## src/sv/phcb_pkg.sv

```systemverilog
`timescale 1ns / 1ps

package phcb_pkg;

	// Pointer index layout
	localparam int INDEX_W   = 16;
	localparam int PAGE_W    = 7;
	localparam int LINE_W    = 6;
	localparam int PAGE_LSB  = 9;
	localparam int LINE_LSB  = 3;
	localparam int NUM_LINES = 64;

	// At most this many hint words leave per set
	localparam int RESULT_CAP = 8;
	localparam int SLOTNUM_W  = 3;
	localparam int CNT_W      = 4;

	typedef struct packed {
		logic [INDEX_W-1:0] pointer_index;
		logic               first_of_set;
		logic               last_of_set;
	} item_t;

	typedef struct packed {
		logic [SLOTNUM_W-1:0] slot_number;
		logic [PAGE_W-1:0]    page_number;
		logic [NUM_LINES-1:0] cacheline_mask;
		logic                 final_slot;
	} hint_t;

	// Decoded item as it travels from front to back
	typedef struct packed {
		logic [PAGE_W-1:0] page;
		logic [LINE_W-1:0] line;
		logic              hinted;
		logic              first;
		logic              last;
	} entry_t;

endpackage

```

## src/sv/phcb_front.sv

```systemverilog
`timescale 1ns / 1ps

module phcb_front (
	input  logic            clk,
	input  logic            arst_n,
	input  logic            item_valid,
	output logic            item_ready,
	input  phcb_pkg::item_t item,
	output logic            entry_valid,
	input  logic            entry_ready,
	output phcb_pkg::entry_t entry
);
	import phcb_pkg::*;

	logic   valid_s1;
	entry_t entry_s1;

	assign item_ready  = !valid_s1 || entry_ready;
	assign entry_valid = valid_s1;
	assign entry       = entry_s1;

	always_ff @(posedge clk or negedge arst_n) begin
		if (!arst_n) begin
			valid_s1 <= 1'b0;
		end else if (item_ready) begin
			valid_s1 <= item_valid;
		end
	end

	// Split index into page and cacheline; index zero carries no hint
	always_ff @(posedge clk) begin
		if (item_valid && item_ready) begin
			entry_s1.page   <= item.pointer_index[PAGE_LSB +: PAGE_W];
			entry_s1.line   <= item.pointer_index[LINE_LSB +: LINE_W];
			entry_s1.hinted <= |item.pointer_index;
			entry_s1.first  <= item.first_of_set;
			entry_s1.last   <= item.last_of_set;
		end
	end

endmodule

```

## src/sv/phcb_queue.sv

```systemverilog
`timescale 1ns / 1ps

module phcb_queue #(
	parameter int DEPTH = 4
) (
	input  logic             clk,
	input  logic             arst_n,
	input  logic             push_valid,
	output logic             push_ready,
	input  phcb_pkg::entry_t push_data,
	output logic             pop_valid,
	input  logic             pop_ready,
	output phcb_pkg::entry_t pop_data
);
	import phcb_pkg::*;

	localparam int PW = (DEPTH > 1) ? $clog2(DEPTH) : 1;
	localparam int CW = $clog2(DEPTH + 1);

	entry_t        mem_q [DEPTH];
	logic [PW-1:0] wr_ptr_q;
	logic [PW-1:0] rd_ptr_q;
	logic [CW-1:0] count_q;
	logic          push;
	logic          pop;

	assign push_ready = (count_q != CW'(DEPTH));
	assign pop_valid  = (count_q != '0);
	assign pop_data   = mem_q[rd_ptr_q];
	assign push       = push_valid && push_ready;
	assign pop        = pop_valid && pop_ready;

	always_ff @(posedge clk or negedge arst_n) begin
		if (!arst_n) begin
			wr_ptr_q <= '0;
			rd_ptr_q <= '0;
			count_q  <= '0;
		end else begin
			if (push) begin
				wr_ptr_q <= (wr_ptr_q == PW'(DEPTH - 1)) ? '0 : wr_ptr_q + PW'(1);
			end
			if (pop) begin
				rd_ptr_q <= (rd_ptr_q == PW'(DEPTH - 1)) ? '0 : rd_ptr_q + PW'(1);
			end
			if (push && !pop) begin
				count_q <= count_q + CW'(1);
			end else if (pop && !push) begin
				count_q <= count_q - CW'(1);
			end
		end
	end

	always_ff @(posedge clk) begin
		if (push) begin
			mem_q[wr_ptr_q] <= push_data;
		end
	end

endmodule

```

## src/sv/phcb_back.sv

```systemverilog
`timescale 1ns / 1ps

module phcb_back #(
	parameter int MAX_SLOTS = 8
) (
	input  logic             clk,
	input  logic             arst_n,
	input  logic             entry_valid,
	output logic             entry_ready,
	input  phcb_pkg::entry_t entry,
	output logic             hint_valid,
	input  logic             hint_ready,
	output phcb_pkg::hint_t  hint
);
	import phcb_pkg::*;

	localparam int SW = (MAX_SLOTS > 1) ? $clog2(MAX_SLOTS) : 1;
	localparam int UW = $clog2(MAX_SLOTS + 1);

	logic [PAGE_W-1:0]    page_q [MAX_SLOTS];
	logic [NUM_LINES-1:0] mask_q [MAX_SLOTS];
	logic [UW-1:0]        used_q;
	logic                 emit_q;
	logic [CNT_W-1:0]     emit_idx_q;
	logic [CNT_W-1:0]     emit_n_q;
	logic                 out_valid_q;
	hint_t                out_q;

	logic                 pop;
	logic                 out_free;
	logic                 emit_step;
	logic                 emit_final;
	logic [UW-1:0]        used_base;
	logic [UW-1:0]        used_next;
	logic [MAX_SLOTS-1:0] match;
	logic                 alloc;
	logic [NUM_LINES-1:0] line_bit;
	logic [CNT_W-1:0]     emit_n;

	assign entry_ready = !emit_q;
	assign pop         = entry_valid && !emit_q;
	assign out_free    = !out_valid_q || hint_ready;
	assign emit_step   = emit_q && out_free;
	assign emit_final  = (CNT_W'(emit_idx_q + CNT_W'(1)) == emit_n_q);
	assign hint_valid  = out_valid_q;
	assign hint        = out_q;

	// Slot lookup: parallel compare against the filled slots
	always_comb begin
		used_base = entry.first ? '0 : used_q;
		for (int s = 0; s < MAX_SLOTS; s++) begin
			match[s] = entry.hinted && (UW'(s) < used_base) && (page_q[s] == entry.page);
		end
		alloc     = entry.hinted && !(|match) && (used_base < UW'(MAX_SLOTS));
		line_bit  = NUM_LINES'(1) << entry.line;
		used_next = used_base + UW'(alloc);
		if (32'(used_next) > 32'(RESULT_CAP)) begin
			emit_n = CNT_W'(RESULT_CAP);
		end else begin
			emit_n = CNT_W'(used_next);
		end
	end

	always_ff @(posedge clk or negedge arst_n) begin
		if (!arst_n) begin
			used_q      <= '0;
			emit_q      <= 1'b0;
			emit_idx_q  <= '0;
			emit_n_q    <= '0;
			out_valid_q <= 1'b0;
		end else begin
			if (pop) begin
				used_q     <= used_next;
				emit_idx_q <= '0;
				emit_n_q   <= emit_n;
				emit_q     <= entry.last && (emit_n != '0);
			end else if (emit_step) begin
				emit_idx_q <= emit_idx_q + CNT_W'(1);
				if (emit_final) begin
					emit_q <= 1'b0;
				end
			end
			if (emit_step) begin
				out_valid_q <= 1'b1;
			end else if (hint_ready) begin
				out_valid_q <= 1'b0;
			end
		end
	end

	always_ff @(posedge clk) begin
		for (int s = 0; s < MAX_SLOTS; s++) begin
			if (pop && match[s]) begin
				mask_q[s] <= mask_q[s] | line_bit;
			end else if (pop && alloc && (UW'(s) == used_base)) begin
				page_q[s] <= entry.page;
				mask_q[s] <= line_bit;
			end
		end
		if (emit_step) begin
			out_q.slot_number    <= emit_idx_q[SLOTNUM_W-1:0];
			out_q.page_number    <= page_q[emit_idx_q[SW-1:0]];
			out_q.cacheline_mask <= mask_q[emit_idx_q[SW-1:0]];
			out_q.final_slot     <= emit_final;
		end
	end

endmodule

```

## src/sv/page_cacheline_hint_builder.sv

```systemverilog
// page_cacheline_hint_builder
//
// Input channel (item_valid / item_ready / item): one word per pointer index with
// first_of_set and last_of_set markers. Index zero adds nothing to the hint.
// Output channel (hint_valid / hint_ready / hint): one word per filled slot, in
// slot order, after the word that carries last_of_set; final_slot marks the end.
//
// Throughput: one input word per cycle while the set is being built and the
// queue has room; the front register, the entry queue and the back's
// combinational slot compare all keep that rate. Closing a set holds the back
// while it reads one slot per cycle into the output register, as long as that
// register is free; the queue keeps taking input meanwhile until it fills.
// Path: the last_of_set word passes the front register, the queue and the back's
// emit state before its first hint word is loaded into the output register.
// Reset: clears valid flags, queue pointers and the slot count; no sweep needed.
// Stall: with hint_ready low the output register holds, emission pauses, then
// the queue and finally item_ready back up.

`timescale 1ns / 1ps

module page_cacheline_hint_builder #(
	parameter int MAX_SLOTS   = 8,
	parameter int QUEUE_DEPTH = 4
) (
	input  logic            clk,
	input  logic            arst_n,
	input  logic            item_valid,
	output logic            item_ready,
	input  phcb_pkg::item_t item,
	output logic            hint_valid,
	input  logic            hint_ready,
	output phcb_pkg::hint_t hint
);
	import phcb_pkg::*;

	// front -> queue
	entry_t fq_data;
	logic   fq_valid;
	logic   fq_ready;

	// queue -> back
	entry_t qb_data;
	logic   qb_valid;
	logic   qb_ready;

	// Front: register and decode each word into page / cacheline
	phcb_front u_front (
		.clk         (clk),
		.arst_n      (arst_n),
		.item_valid  (item_valid),
		.item_ready  (item_ready),
		.item        (item),
		.entry_valid (fq_valid),
		.entry_ready (fq_ready),
		.entry       (fq_data)
	);

	// Decoupling queue so intake continues while hints drain
	phcb_queue #(
		.DEPTH (QUEUE_DEPTH)
	) u_queue (
		.clk        (clk),
		.arst_n     (arst_n),
		.push_valid (fq_valid),
		.push_ready (fq_ready),
		.push_data  (fq_data),
		.pop_valid  (qb_valid),
		.pop_ready  (qb_ready),
		.pop_data   (qb_data)
	);

	// Back: slot table update and hint emission
	phcb_back #(
		.MAX_SLOTS (MAX_SLOTS)
	) u_back (
		.clk         (clk),
		.arst_n      (arst_n),
		.entry_valid (qb_valid),
		.entry_ready (qb_ready),
		.entry       (qb_data),
		.hint_valid  (hint_valid),
		.hint_ready  (hint_ready),
		.hint        (hint)
	);

endmodule

```

## config.mk

```make
export PLATFORM = sky130hd
export DESIGN_NAME = page_cacheline_hint_builder
export DESIGN_NICKNAME = d
export VERILOG_FILES = /design/src/sv/phcb_pkg.sv /design/src/sv/phcb_front.sv /design/src/sv/phcb_queue.sv /design/src/sv/phcb_back.sv /design/src/sv/page_cacheline_hint_builder.sv
export SDC_FILE = /design/constraint.sdc
export NUM_CORES = 1
export LEC_CHECK = 0
export BUFFER_PORTS_ARGS = -buffer_cell sky130_fd_sc_hd__buf_2
export CORE_MARGIN = 2
export CORE_UTILIZATION = 35
export CTS_CLUSTER_SIZE = 24
export DETAILED_ROUTE_END_ITERATION = 6
export PLACE_DENSITY = 0.6
export SYNTH_ARGS = -nofsm -noshare
export SYNTH_HDL_FRONTEND = slang
export SYNTH_SLANG_ARGS = --single-unit
```

## constraint.sdc

```tcl
create_clock -name clk -period 6.41 [get_ports clk]
set_input_delay 0.641 -clock clk [delete_from_list [all_inputs] [get_ports clk]]
set_output_delay 0.641 -clock clk [all_outputs]
set_load 0.05 [all_outputs]
```

==> results of run 1 <==
-- cell usage in the layout (no fill, tap or decap), types with 10 or more instances in the layout --
cell,count
inv_1,16
xor2_1,14
xnor2_1,52
nor2_1,79
dfrtp_1,19
mux2_2,73
clkbuf_1,25
buf_2,98
buf_4,24
nand2_1,47
edfxtp_1,723
nand4_1,10
clkbuf_16,81
mux4_2,158
a21o_1,513
clkinv_1,21
-- kinds of logic after synthesis --
group                    synth area share, %
multiplexers                            13.2
adder cells (fa/ha/maj)                0.399
buffers and inverters                   2.55
XOR/XNOR                                1.74
AND/OR/NAND/NOR                         3.08
AO/OA/AOI/OAI                           12.1
flip-flops                              66.9
-- Yosys cell counts (all sizes together), types with 9 or more instances --
library cell  number  area, um^2
nand3             11        65.1
edfxtp           723       21700
dfrtp             22         551
mux4             158        3560
buf               91         679
nand2             54         203
mux2              73         822
xor2              14         123
clkbuf            27         101
nand4             15         125
nor4              10        81.3
nor2              79         297
xnor2             52         455
inv               17        63.8
ha                 9         113
a21o             513        3850
o21ai             11        58.8
-- cell type report --
type | instances | area share, %
inverters | 18 | 0.188
clock inverters | 35 | 0.571
multi-input cells | 1053 | 27.6
well taps | 1265 | 4.25
flip-flops and latches | 745 | 59.8
repair buffers | 124 | 1.91
clock buffers | 106 | 5.69
-- where the power goes --
part           total [uW]  internal, uW  switching (uW)
combinational        5700          2080            3610
sequential           7230          6740             494
clock                4230          2370            1860
-- path summary, 6_finish.rpt --
path / endpoint / slack (ns)
worst min-delay path: u_front.entry_valid / 0.02
min in group clk: u_front.entry[1] / 0.20
max in group asynchronous: u_back.emit_idx_q[0] / 5.96
worst min register to register: u_back.emit_n_q[3] / 0.50
worst max-delay path: u_back.page_q[2][6] / 1.79
worst max register to register: u_back.page_q[2][6] / 1.79
-- layer usage --
layer | global-route usage, % | share of wire (%) | up-vias | wire, um
li1 | - | - | 7887 | -
met1 | 22.4 | 43 | 9668 | 34900
met2 | 27.5 | 49 | 575 | 40000
met3 | 2.75 | 5.3 | 128 | 4270
met4 | 4.41 | 2.4 | 0 | 1980
met5 | 0 | 0 | - | 0
-- through the flow --
stage	util, %	area [um^2]	instances
after floorplan	-	33300	1934
after global placement	36.9	34900	3205
after detailed placement	36.9	34900	3205
after CTS	39.4	37200	3346
after global routing	39.4	37200	3346
final	39.4	37200	3346
-- sequential cells by signal, indices dropped and copies added, names as in the netlist --
| signal | count |
|---|---|
| u_back.emit_idx_q | 4 |
| u_back.emit_n_q | 4 |
| u_back.emit_q | 1 |
| u_back.hint | 75 |
| u_back.hint_valid | 1 |
| u_back.mask_q | 512 |
| u_back.page_q | 56 |
| u_back.used_q | 4 |
| u_front.entry | 16 |
| u_front.entry_valid | 1 |
| u_queue.count_q | 3 |
| u_queue.mem_q | 64 |
| u_queue.rd_ptr_q | 2 |
| u_queue.wr_ptr_q | 2 |
-- worst max-delay path, stage by stage, from the launching register on --
cell	delay (ns)
dfrtp_1	0.93
mux4_2	0.50
nor2b_1	0.63
o211ai_2	0.20
nor4_2	0.41
nor3_4	0.20
nand4_4	0.15
buf_4	0.84
inv_1	0.40
==> flow_summary_export.csv, run 1 <==
group,metric,value,unit
critical_path,r2r_cells,8,
clocking,cts_inserted_buffers,80,
synth,synth.distinct_cells,48,
clocking,cts_root_buf,"clkbuf_16",
sta,grt_setup_unrepaired,"false",
synth,synth.yosys.warnings,0,
synth,netlist_instances,1934,
die,core,94600,um^2
synth,synthesis.nets,1966,
power,p_leak,0.0142,uW
synth,ys_ff_latch,745,
route,dr.pass1.iters,5,
sta,min_period_over_period,72.1,%
route,drtIter0Drc,1434,
critical_path,worstSetupStartpoint,"u_queue.rd_ptr_q[1]",
critical_path,crit_fanout,65,
layout,fillCellCount,8509,
power,p_total,17200,uW
clocking,cts_hold_buf,0,
route,vias,18258,
power,ir_drop,0.279,mV
die,initial_core_util,35.2,%
layout,seq_area,22300,um^2
sta,relSlewSlack,17.8,%
sta,finalSetupTns,0,ns
route,drc,0,
sta,final.setup.worst_slack,1.79,ns
die,die_area,97500,um^2
sta,skew,0.0274,ns
die,die_h,312,um
critical_path,r2r-start,"u_queue.rd_ptr_q[1]",
sta,fmax,216,MHz
layout,insertedDiodeCount,0,
route,ant_nets,0,
sta,max_slew.worst_pin.slew,1.23,ns
synth,synthesis.area,33300,um^2
grt,grt_pass1_vias,19401,
clocking,insertion_delay,0.63,ns
grt,grt_max_degree,129,
sta,finalMaxSlewViolations,0,
route,vias_per_cell,5.46,
route,drt_wl_total,81.1,mm
placed_design,place.port_buffers,98,
outcome,status,"completed",
layout,multi_input_area,10300,um^2
layout,area_delta_synth_final,12.0,%
sta,finalSetupViolations,0,
clocking,clk_pin_slew,0.06,ns
placed_design,dpl.hpwl,45.2,mm
synth,synth_seq_area_share,66.9,%
synth,synth-edff-count,723,
grt,grt_overflow_total,0,
critical_path,critPathKind,"reg2reg",
clocking,cts_tree,"yes",
run,max_cap_viol_count,0,
grt,grt_antenna_before_repair,1,
critical_path,worstPathArrival,4.89,ns
min_path,hp-class,"in2async",
synth,avgSynthCellArea,17.2,um^2
critical_path,start_kind,"flip-flop",
synth,synthFlopType,"edfxtp_1",
grt,grt_pass1_wl,123,mm
sta,finalHoldViolCount,0,
clocking,max-clock-path-buffers,3,
layout,final_net_count,2054,
clocking,htreeDepth,3,
sta,period_minus_slack,4.62,ns
placed_design,place_ws,1.80,ns
clocking,cts_resized,0,
die,die_w,312,um
synth,synthArstFlopShare,2.95,%
placed_design,gp_congestion,0.786,
grt,grt_usage,16.5,%
critical_path,cp-end-kind,"flip-flop",
die,io_pins,99,
die,row_count,113,
clocking,cts_sinks,745,
sta,hold-worst-slack,0.0167,ns
layout,layout-drive-gt1-share,23.0,%
power,power_density,461,nW/um^2
critical_path,critPathRequiredTime,6.68,ns
clocking,cts_setup_buffers,0,
route,wl_per_cell,24.3,um
Power figures use the tool's default switching activity.
==> run 2, diff against run 1 <==
--- a/config.mk
+++ b/config.mk
@@ -5,6 +5,7 @@
 export SDC_FILE = /design/constraint.sdc
 export NUM_CORES = 1
 export LEC_CHECK = 0
+export ABC_AREA = 1
 export BUFFER_PORTS_ARGS = -buffer_cell sky130_fd_sc_hd__buf_2
 export CORE_MARGIN = 2
 export CORE_UTILIZATION = 35
==> constraint.sdc (replaced) <==
create_clock -name clk -period 4 [get_ports clk]
set_input_delay 0.4 -clock clk [delete_from_list [all_inputs] [get_ports clk]]
set_output_delay 0.4 -clock clk [all_outputs]
set_load 0.05 [all_outputs]
==> flow_summary_export.csv, run 2 <==
group,metric,value,unit
clocking,max-clock-path-buffers,3,
route,vias_per_cell,5.18,
critical_path,critPathKind,"reg2reg",
critical_path,crit_family,"simple AND/OR/NAND/NOR gates",
synth,synth.distinct_cells,41,
layout,regMostFlops,"u_back.mask_q",
sta,min_period_over_period,89.1,%
critical_path,crit_path_frequent_cell,"nand2_1",
die,core,97000,um^2
placed_design,gp_congestion,0.890,
sta,period_minus_slack,3.57,ns
die,die_area,101000,um^2
power,pwr-share-seq,38.2,%
critical_path,r2r_cells,15,
critical_path,worstPathArrival,4.05,ns
clocking,clk_pin_slew,0.06,ns
min_path,hp-class,"in2reg",
synth,yosysTopAreaCellShare,63.2,%
sta,grt_setup_unrepaired,"false",
power,switching_share,40.7,%
critical_path,cpPeakStageDelay,0.82,ns
sta,final.setup.worst_slack,0.435,ns
grt,grt_max_degree,134,
route,drc,0,
die,die_h,317,um
die,row_count,114,
layout,final_cell_mix,"1288 x nand2_1, 723 x edfxtp_1, 522 x nor2_1, 302 x o21ai_0, 98 x buf_2",
clocking,cts_root_buf,"clkbuf_16",
critical_path,r2r-start,"u_queue.rd_ptr_q[0]",
sta,fmax,281,MHz
critical_path,crit_path_cell_trace,"buf_4, nand2_1, nand3_2, nand2_4, inv_2, nand2_1, nand3_1, nor2_1, nand3_1, nand2_2, nor2_8, nand4_4, buf_4, nand2_1, nand2_1",
power,power_frac_comb,37.1,%
layout,fin_cells,4898,
route,wl_per_cell,19.6,um
power,ir_drop,0.509,mV
power,p_leak,0.0161,uW
route,drtIter0Drc,2867,
critical_path,start_kind,"flip-flop",
critical_path,crit_buf_inv,3,
synth,synthArstFlopShare,2.95,%
clocking,cts_resized,0,
die,io_pins,99,
synth,synthTopCellsByArea,"edfxtp_1 63%, nand2_1 14%, nor2_1 5.8%, o21ai_0 4.4%, dfrtp_1 1.6%",
clocking,cts_sinks,745,
critical_path,cp-end-kind,"flip-flop",
synth,synthesis.area,34300,um^2
critical_path,crit_fanout,64,
synth,avgSynthCellArea,9.84,um^2
placed_design,dpl.hpwl,55.3,mm
clocking,htreeDepth,3,
grt,grt_pass1_wl,146,mm
critical_path,rrSetupSlack,0.43,ns
layout,mostFrequentLayoutCell,"nand2_1",
sta,finalHoldViolCount,0,
outcome,status,"completed",
synth,yosysTopAreaCell,"edfxtp_1",
run,max_cap_viol_count,0,
grt,grt_antenna_before_repair,0,
layout,layout-drive-gt1-share,9.28,%
layout,insertedDiodeCount,0,
critical_path,critPathRequiredTime,4.48,ns
power,power_frac_clock,24.7,%
power,netSwitchingPower,12000,uW
synth,ys_top_cells_by_count,"1288 x nand2_1, 723 x edfxtp_1, 526 x nor2_1",
critical_path,cp_slowest_cell,"buf_4",
synth,netlist_instances,3488,
layout,final_net_count,3592,
route,ant_nets,0,
layout,largest_reg_flops,512,
synth,synthesis.nets,3520,
layout,fillCellCount,9598,
grt,grt_pass1_vias,24217,
route,drt_wl_total,95.8,mm
sta,relSlewSlack,29.2,%
grt,grt_overflow_total,0,
synth,ys_ff_latch,745,
synth,synth.yosys.warnings,0,
route,dr.pass1.iters,6,
power,intPower,17500,uW
power,p_total,29400,uW
synth,synth_seq_area_share,64.8,%
min_path,hold_start,"hint_ready",
synth,synth.most_common_cell,"nand2_1",
clocking,insertion_delay,0.65,ns
sta,max_slew.worst_pin.slew,1.06,ns
placed_design,place_ws,0.524,ns
clocking,cts_tree,"yes",
layout,area_delta_synth_final,13.5,%
power,power_density,755,nW/um^2
grt,grt_usage,18.9,%
sta,hold-worst-slack,0.0528,ns
critical_path,r2r_end,"u_back.mask_q[0][34]",
sta,finalMaxSlewViolations,0,
min_path,whs_endpoint,"u_back.hint_valid",
sta,finalSetupViolations,0,
route,vias,25385,
synth,synthFlopType,"edfxtp_1",
die,die_w,317,um
layout,finish.utilization,40.2,%
placed_design,place.port_buffers,98,
min_path,min_path_cells,4,
sta,skew,0.0309,ns
clocking,cts_inserted_buffers,81,
synth,synth-edff-count,723,
placed_design,place_inst,4736,
die,initial_core_util,35.4,%
## run 2: changes by cell type after synthesis, sizes merged, moves of 15 or more
| cell | before | now |
|---|---|---|
| a21o | 513 | 0 |
| a21oi | 4 | 31 |
| a31oi | 1 | 72 |
| buf | 91 | 76 |
| clkbuf | 27 | 111 |
| inv | 17 | 95 |
| mux2 | 73 | 0 |
| mux4 | 158 | 0 |
| nand2 | 54 | 1300 |
| nand3 | 11 | 71 |
| nor2 | 79 | 528 |
| o21ai | 11 | 313 |
| o22ai | 0 | 69 |
| xnor2 | 52 | 11 |
## run 2: layout make-up
cell class / instances / area (um^2) / share of cell area, %
flip-flops and latches: 745 / 22300 / 57.1
multi-input cells: 2460 / 10900 / 27.9
well taps: 1276 / 1600 / 4.10
inverters: 96 / 378 / 0.970
repair buffers: 176 / 1360 / 3.48
clock inverters: 40 / 367 / 0.941
clock buffers: 105 / 2140 / 5.49
## run 2: worst reg2reg max path: stages, from the launching register on
cell     delay [ns]
dfrtp_1        0.41
buf_4          0.21
nand2_1        0.10
nand3_2        0.21
nand2_4        0.23
inv_2          0.12
nand2_1        0.08
nand3_1        0.11
nor2_1         0.22
nand3_1        0.24
nand2_2        0.19
nor2_8         0.10
nand4_4        0.10
buf_4          0.82
nand2_1        0.18
nand2_1        0.10
## run 2: worst max-delay path by stage
| stage | startpoint | to | depth (start not counted) |
|---|---|---|---|
| finish | u_queue.rd_ptr_q[0] | u_back.mask_q[0][34] | 15 |
| global route | u_queue.rd_ptr_q[0] | u_back.emit_q | 16 |
| CTS | u_queue.rd_ptr_q[0] | u_back.emit_q | 16 |
| detailed placement | u_queue.rd_ptr_q[0] | u_back.emit_q | 16 |
| global placement | u_queue.rd_ptr_q[0] | u_back.emit_q | 14 |
| floorplan | u_queue.count_q[0] | u_back.mask_q[7][0] | 6 |
## run 2: per-stage QoR
step                      cell area (um^2)  setup TNS [ns]
final                                39000               0
after global routing                 39000               0
after CTS                            39000               0
after detailed placement             36300               0
after global placement               36300               0
after floorplan                      34300         -552.30
## run 2: logic make-up after synthesis
group,after synthesis,synth area share (%)
buffers and inverters,283,4.10
XOR/XNOR,21,0.536
AND/OR/NAND/NOR,1933,22.2
flip-flops,745,64.8
AO/OA/AOI/OAI,496,7.89
adder cells (fa/ha/maj),10,0.386
## run 2: what timing repair did
item,in CTS,in global routing
hold buffers,17,0
endpoints found under the hold margin,38,0
setup endpoints to repair,0,0
buffers inserted,0,0
## run 2: power by group through the flow
stage / sequential, uW / combinational, uW / clock, uW
6_report: 11200 / 10900 / 7270
5_1_grt: 11400 / 12000 / 7680
4_1_cts: 11300 / 11000 / 7410
3_5_place_dp: 11400 / 10900 / 0
3_3_place_gp: 11400 / 10800 / 0
2_1_floorplan: 12600 / 6060 / 0
## run 2: routing by layer
| metal | global-route usage (%) | vias up | routed length, um |
|---|---|---|---|
| met5 | 0 | - | 0 |
| met4 | 4.78 | 0 | 1890 |
| met3 | 2.99 | 124 | 7160 |
| met2 | 30.8 | 959 | 45100 |
| met1 | 26.4 | 12339 | 41600 |
| li1 | - | 11963 | - |
